$ cat config.mk
export PLATFORM = sky130hd
export DESIGN_NAME = btc_csr
export DESIGN_NICKNAME = d
export VERILOG_FILES = /design/src/rtl/btc_pkg.sv /design/src/rtl/btc_csr.sv
export SDC_FILE = /design/constraint.sdc
export NUM_CORES = 1
export LEC_CHECK = 0
export ABC_AREA = 1
export CAP_MARGIN = 20
export CORE_AREA = 2 2 98 100
export CTS_CLUSTER_SIZE = 16
export DETAILED_ROUTE_END_ITERATION = 7
export DIE_AREA = 0 0 100 102
export DONT_BUFFER_PORTS = 1
export GPL_ROUTABILITY_DRIVEN = 0
export HOLD_SLACK_MARGIN = 0.1
export PLACE_DENSITY_LB_ADDON = 0.05
export SYNTH_ARGS = -nofsm -noshare
export SYNTH_HDL_FRONTEND = slang
export SYNTH_SLANG_ARGS = --single-unit
$ cat constraint.sdc
create_clock -name clock -period 1.36 [get_ports clock]
set_clock_uncertainty 0.2 [all_clocks]
set_input_delay 0.272 -clock clock [delete_from_list [all_inputs] [get_ports clock]]
set_output_delay 0.272 -clock clock [all_outputs]
set_load 0.01 [all_outputs]
$ cat src/rtl/btc_pkg.sv
// Shared types and constants for the barometric temperature compensation block.
// Payload structs, calibration register set, register indexes and range limits.
// No dependencies.
package btc_pkg;

   localparam int RAW_W       = 24;
   localparam int COEF_W      = 16;
   localparam int CSR_INDEX_W = 3;

   // Calibration register indexes
   localparam logic [CSR_INDEX_W-1:0] CSR_PRESS_SENS    = 3'd0;
   localparam logic [CSR_INDEX_W-1:0] CSR_PRESS_OFFSET  = 3'd1;
   localparam logic [CSR_INDEX_W-1:0] CSR_SENS_TEMPCO   = 3'd2;
   localparam logic [CSR_INDEX_W-1:0] CSR_OFFSET_TEMPCO = 3'd3;
   localparam logic [CSR_INDEX_W-1:0] CSR_REF_TEMP      = 3'd4;
   localparam logic [CSR_INDEX_W-1:0] CSR_TEMP_SLOPE    = 3'd5;

   // Correction level codes
   localparam logic [1:0] LEVEL_NONE       = 2'd0;
   localparam logic [1:0] LEVEL_BELOW_20C  = 2'd1;
   localparam logic [1:0] LEVEL_BELOW_M15C = 2'd2;

   // Temperature thresholds and limits, hundredths of a degree
   localparam logic signed [19:0] TEMP_REF_CENTI = 20'sd2000;
   localparam logic signed [19:0] TEMP_LOW_CENTI = -20'sd1500;
   localparam logic signed [19:0] TEMP_MIN_CENTI = -20'sd4000;
   localparam logic signed [19:0] TEMP_MAX_CENTI = 20'sd8500;

   // Pressure limits, pascal
   localparam logic signed [30:0] PRESS_MIN_PA = 31'sd1000;
   localparam logic signed [30:0] PRESS_MAX_PA = 31'sd120000;

   typedef struct packed {
      logic [RAW_W-1:0] raw_pressure;
      logic [RAW_W-1:0] raw_temperature;
   } req_type;

   typedef struct packed {
      logic signed [14:0] temperature_centi;
      logic [16:0]        pressure_pa;
      logic [1:0]         correction_level;
      logic               out_of_range;
   } rsp_type;

   typedef struct packed {
      logic [COEF_W-1:0] coef_press_sens;
      logic [COEF_W-1:0] coef_press_offset;
      logic [COEF_W-1:0] coef_sens_tempco;
      logic [COEF_W-1:0] coef_offset_tempco;
      logic [COEF_W-1:0] coef_ref_temp;
      logic [COEF_W-1:0] coef_temp_slope;
   } coef_type;

endpackage

$ cat src/rtl/btc_csr.sv
// Calibration register file for the temperature compensation block.
// Six 16-bit write-only words; depends on btc_pkg.
module btc_csr import btc_pkg::*; (
   input  logic                   clock,
   input  logic                   reset,
   input  logic                   csr_write,
   input  logic [CSR_INDEX_W-1:0] csr_index,
   input  logic [COEF_W-1:0]      csr_wdata,
   output coef_type               coef
);

   coef_type coef_ff, coef_in;

   // Decode the write index; unknown indexes are dropped
   always_comb begin
      coef_in = coef_ff;
      if (csr_write) begin
         case (csr_index)
            CSR_PRESS_SENS:    coef_in.coef_press_sens    = csr_wdata;
            CSR_PRESS_OFFSET:  coef_in.coef_press_offset  = csr_wdata;
            CSR_SENS_TEMPCO:   coef_in.coef_sens_tempco   = csr_wdata;
            CSR_OFFSET_TEMPCO: coef_in.coef_offset_tempco = csr_wdata;
            CSR_REF_TEMP:      coef_in.coef_ref_temp      = csr_wdata;
            CSR_TEMP_SLOPE:    coef_in.coef_temp_slope    = csr_wdata;
            default:           coef_in = coef_ff;
         endcase
      end
   end

   always_ff @(posedge clock) begin
      if (reset) begin
         coef_ff <= '0;
      end else begin
         coef_ff <= coef_in;
      end
   end

   assign coef = coef_ff;

endmodule

==> metrics.md <==
| Metric | Value |
|---|---|
| Status | completed |
| Cells on worst reg2reg path | 2 |
| Avg Inst Size Synth | 6.99 µm² |
| Final worst slack | 65.4 ps |
| Initial DRT Pass Iterations | 5 |
| Nets@finish | 572 |
| Worst r2r dst | coef[2]$_SDFFE_PP0P_ |
| WHS Endpoint | coef[9]$_SDFFE_PP0P_ |
| Starting Density | 42.3% |
| Placement Rows | 35 |
| Root buf cell | clkbuf_8 |
| Max stage delay on crit path | 570 ps |
| Number of CTS-inserted buffers | 9 |
| CTS sink cnt | 96 |
| Hold Violations, Final | 0 |
| CTS tree | yes |
| Die area | about 10000 µm² |
| # fillers | 946 |
| Largest register FFs | 96 |
| Crit path capture type | flip-flop |
| # H-tree levels | 3 |
| DP Worst Slack | about 75 ps |
| HP Class | in -> reg |
| Final period util | 95.2% |
| Largest net degree at the start of global routing | 57 |
| RSZ-0062 raised after global routing | no |
| Synth Register Bits | 96 |
| I/O Buffers | 0 |
| Fin cells | 666 |
| Placed insts | 645 |
| Drt total wl | 11400 µm |
| First-pass GRT wire length | 17100 µm |
| Worst slew pin tran | 430 ps |
| Die X | 100 µm |
| Final min period | 1290 ps |
| Crit path kind | in -> reg |
| I/O Pins | between 100 and 150 |
| Most frequent cells in the layout | 192 x nor2_1, 101 x nand2_1, 96 x nand3_1, 96 x dfxtp_1, 20 x inv_1 |
| Hold path depth | 5 |
| Max-slew violations | 0 |
| Global Route Usage Sum | roughly 22% |
| Fin Setup TNS | 0 ps |
| Vias per cell | 5.07 |
| CTS max path bufs | 2 |
| WHS | between 100 and 150 ps |
| Commonest non-fill, non-tap cell in the layout | nor2_1 |
| Total grt overflow | 0 |
| Via count | between 3000 and 4000 |
| Initial antenna violation count | 0 |
| Worst VDD drop | about 0.55 mV |
| Hold Crit Start | csr_index[1] |
| Share of layout cells above drive strength 1 | 8.29% |
| Drc violations | 0 |
| WP data required | 1420 ps |
| Power Density | 1290 nW/µm² |
| Count of cell types in the netlist | 14 |
| Tot Pwr | 5.67 mW |
| Mapped cell area | 3860 µm² |
| Synth warn | 0 |
| Area Overhead vs Synth | 13.9% |
| Launch point of the worst reg-to-reg path | coef[2]$_SDFFE_PP0P_ |
| Syn_nets | between 500 and 600 |
| Arrival time at the worst endpoint | 1360 ps |
| Delay-heaviest family, CP | buffers and inverters |
| Post-route ant nets | 0 |
| Vias in the first global route | between 2000 and 3000 |
| Cells after Synth | between 500 and 600 |
| Core box area | 9110 µm² |
| # Max-Cap Violations | 0 |
| DR iter-0 viols | 189 |
| Height of the die | 102 µm |
| Routed WL per cell | 17.2 µm |
| HPWL after DPL | 7240 µm |
| Crit-path slowest cell | dlygate4sd3_1 |
| Clk slew on worst S/H paths | 100 ps |
| Clk Latency, worst-skew pair | roughly 360 ps |
| Setup violators final | 0 |
| FF-to-FF setup slack | approximately 510 ps |
| Crit-path cells | dlygate4sd3_1 > nor2_2 > buf_12 > nand3_1 > nand2_1 > nor2_1 |
| Worst slew margin | 71.3% |
| Inserted Diodes | 0 |
| WP buf/inv | 2 |
| Startpoint class of the critical path | primary input |
| Post-CTS Resized | 0 |
| Leak Pwr | 1.85 nW |
| Post-synthesis sequential area ratio | around 50% |
| Critical-path maximum fanout | 16 |
| Fmax achieved | 0.772 GHz |
cell type report:
type	count	area, µm²	area share (%)
clock buffers	10	138	3.13
clock inverters	6	82.6	1.88
inverters	23	86.3	1.97
multi-input cells	400	1680	38.3
flip-flops and latches	96	1920	43.8
well taps	111	139	3.16
repair buffers	20	340	7.75
per-layer routing:
| layer | GRT usage (%) | part of all wire [%] | vias up |
|---|---|---|---|
| met1 | 29.7 | 44 | 1525 |
| li1 | - | - | 1707 |
| met2 | 34.3 | 46 | 133 |
| met4 | 8.11 | 1.7 | 0 |
| met3 | 6.70 | 8.5 | 14 |
| met5 | 0 | 0 | - |
worst max-delay path by stage:
stage	start	to	slack [ps]	depth (start not counted)
floorplan	csr_write	coef[63]$_SDFFE_PP0P_	160	6
finish	csr_index[0]	coef[54]$_SDFFE_PP0P_	70	6
detailed placement	csr_index[0]	coef[82]$_SDFFE_PP0P_	70	5
CTS	reset	coef[84]$_SDFFE_PP0P_	70	5
global route	reset	coef[77]$_SDFFE_PP0P_	20	5
global placement	csr_index[2]	coef[6]$_SDFFE_PP0P_	90	6
tightest hold or removal path, delay by kind of cell:
family	cells	cell delay (ps)
buffers and inverters	1	160
AND/OR/NAND/NOR	4	200
power breakdown:
group	switching, mW	internal, mW
Sequential	0.116	2.91
Combinational	0.383	0.204
Clock	0.982	1.08
cell usage after synthesis:
library cell	number	area share [%]
nand3_1	96	12
nand2_2	1	0.16
inv_1	20	1.9
buf_4	6	1.2
clkinv_1	1	0.097
nor2_2	3	0.49
clkbuf_1	2	0.19
buf_1	4	0.39
dfxtp_1	96	50
inv_2	2	0.19
nor2_4	6	1.8
nor2_1	193	19
buf_2	21	2.7
nand2_1	101	9.8
what timing repair did:
item,CTS,global route
setup buffers,0,0
hold buffers,4,0
endpoints found under the hold margin,85,0
endpoints found under the setup margin,0,2
stage by stage:
stage | area (µm²) | utilization (%)
after floorplan | 3860 | -
after global placement | 4110 | 45.1
after detailed placement | 4110 | 45.1
after CTS | 4370 | 47.9
after global routing | 4390 | 48.2
final | 4390 | 48.2
cell families (layout without fill, tap and decap cells):
group / Yosys count / after routing / synth area share [%]
AND/OR/NAND/NOR: 400 / 400 / 43.5
flip-flops: 96 / 96 / 49.8
buffers and inverters: 56 / 59 / 6.71
No activity file was read; power rests on OpenSTA's default activity.
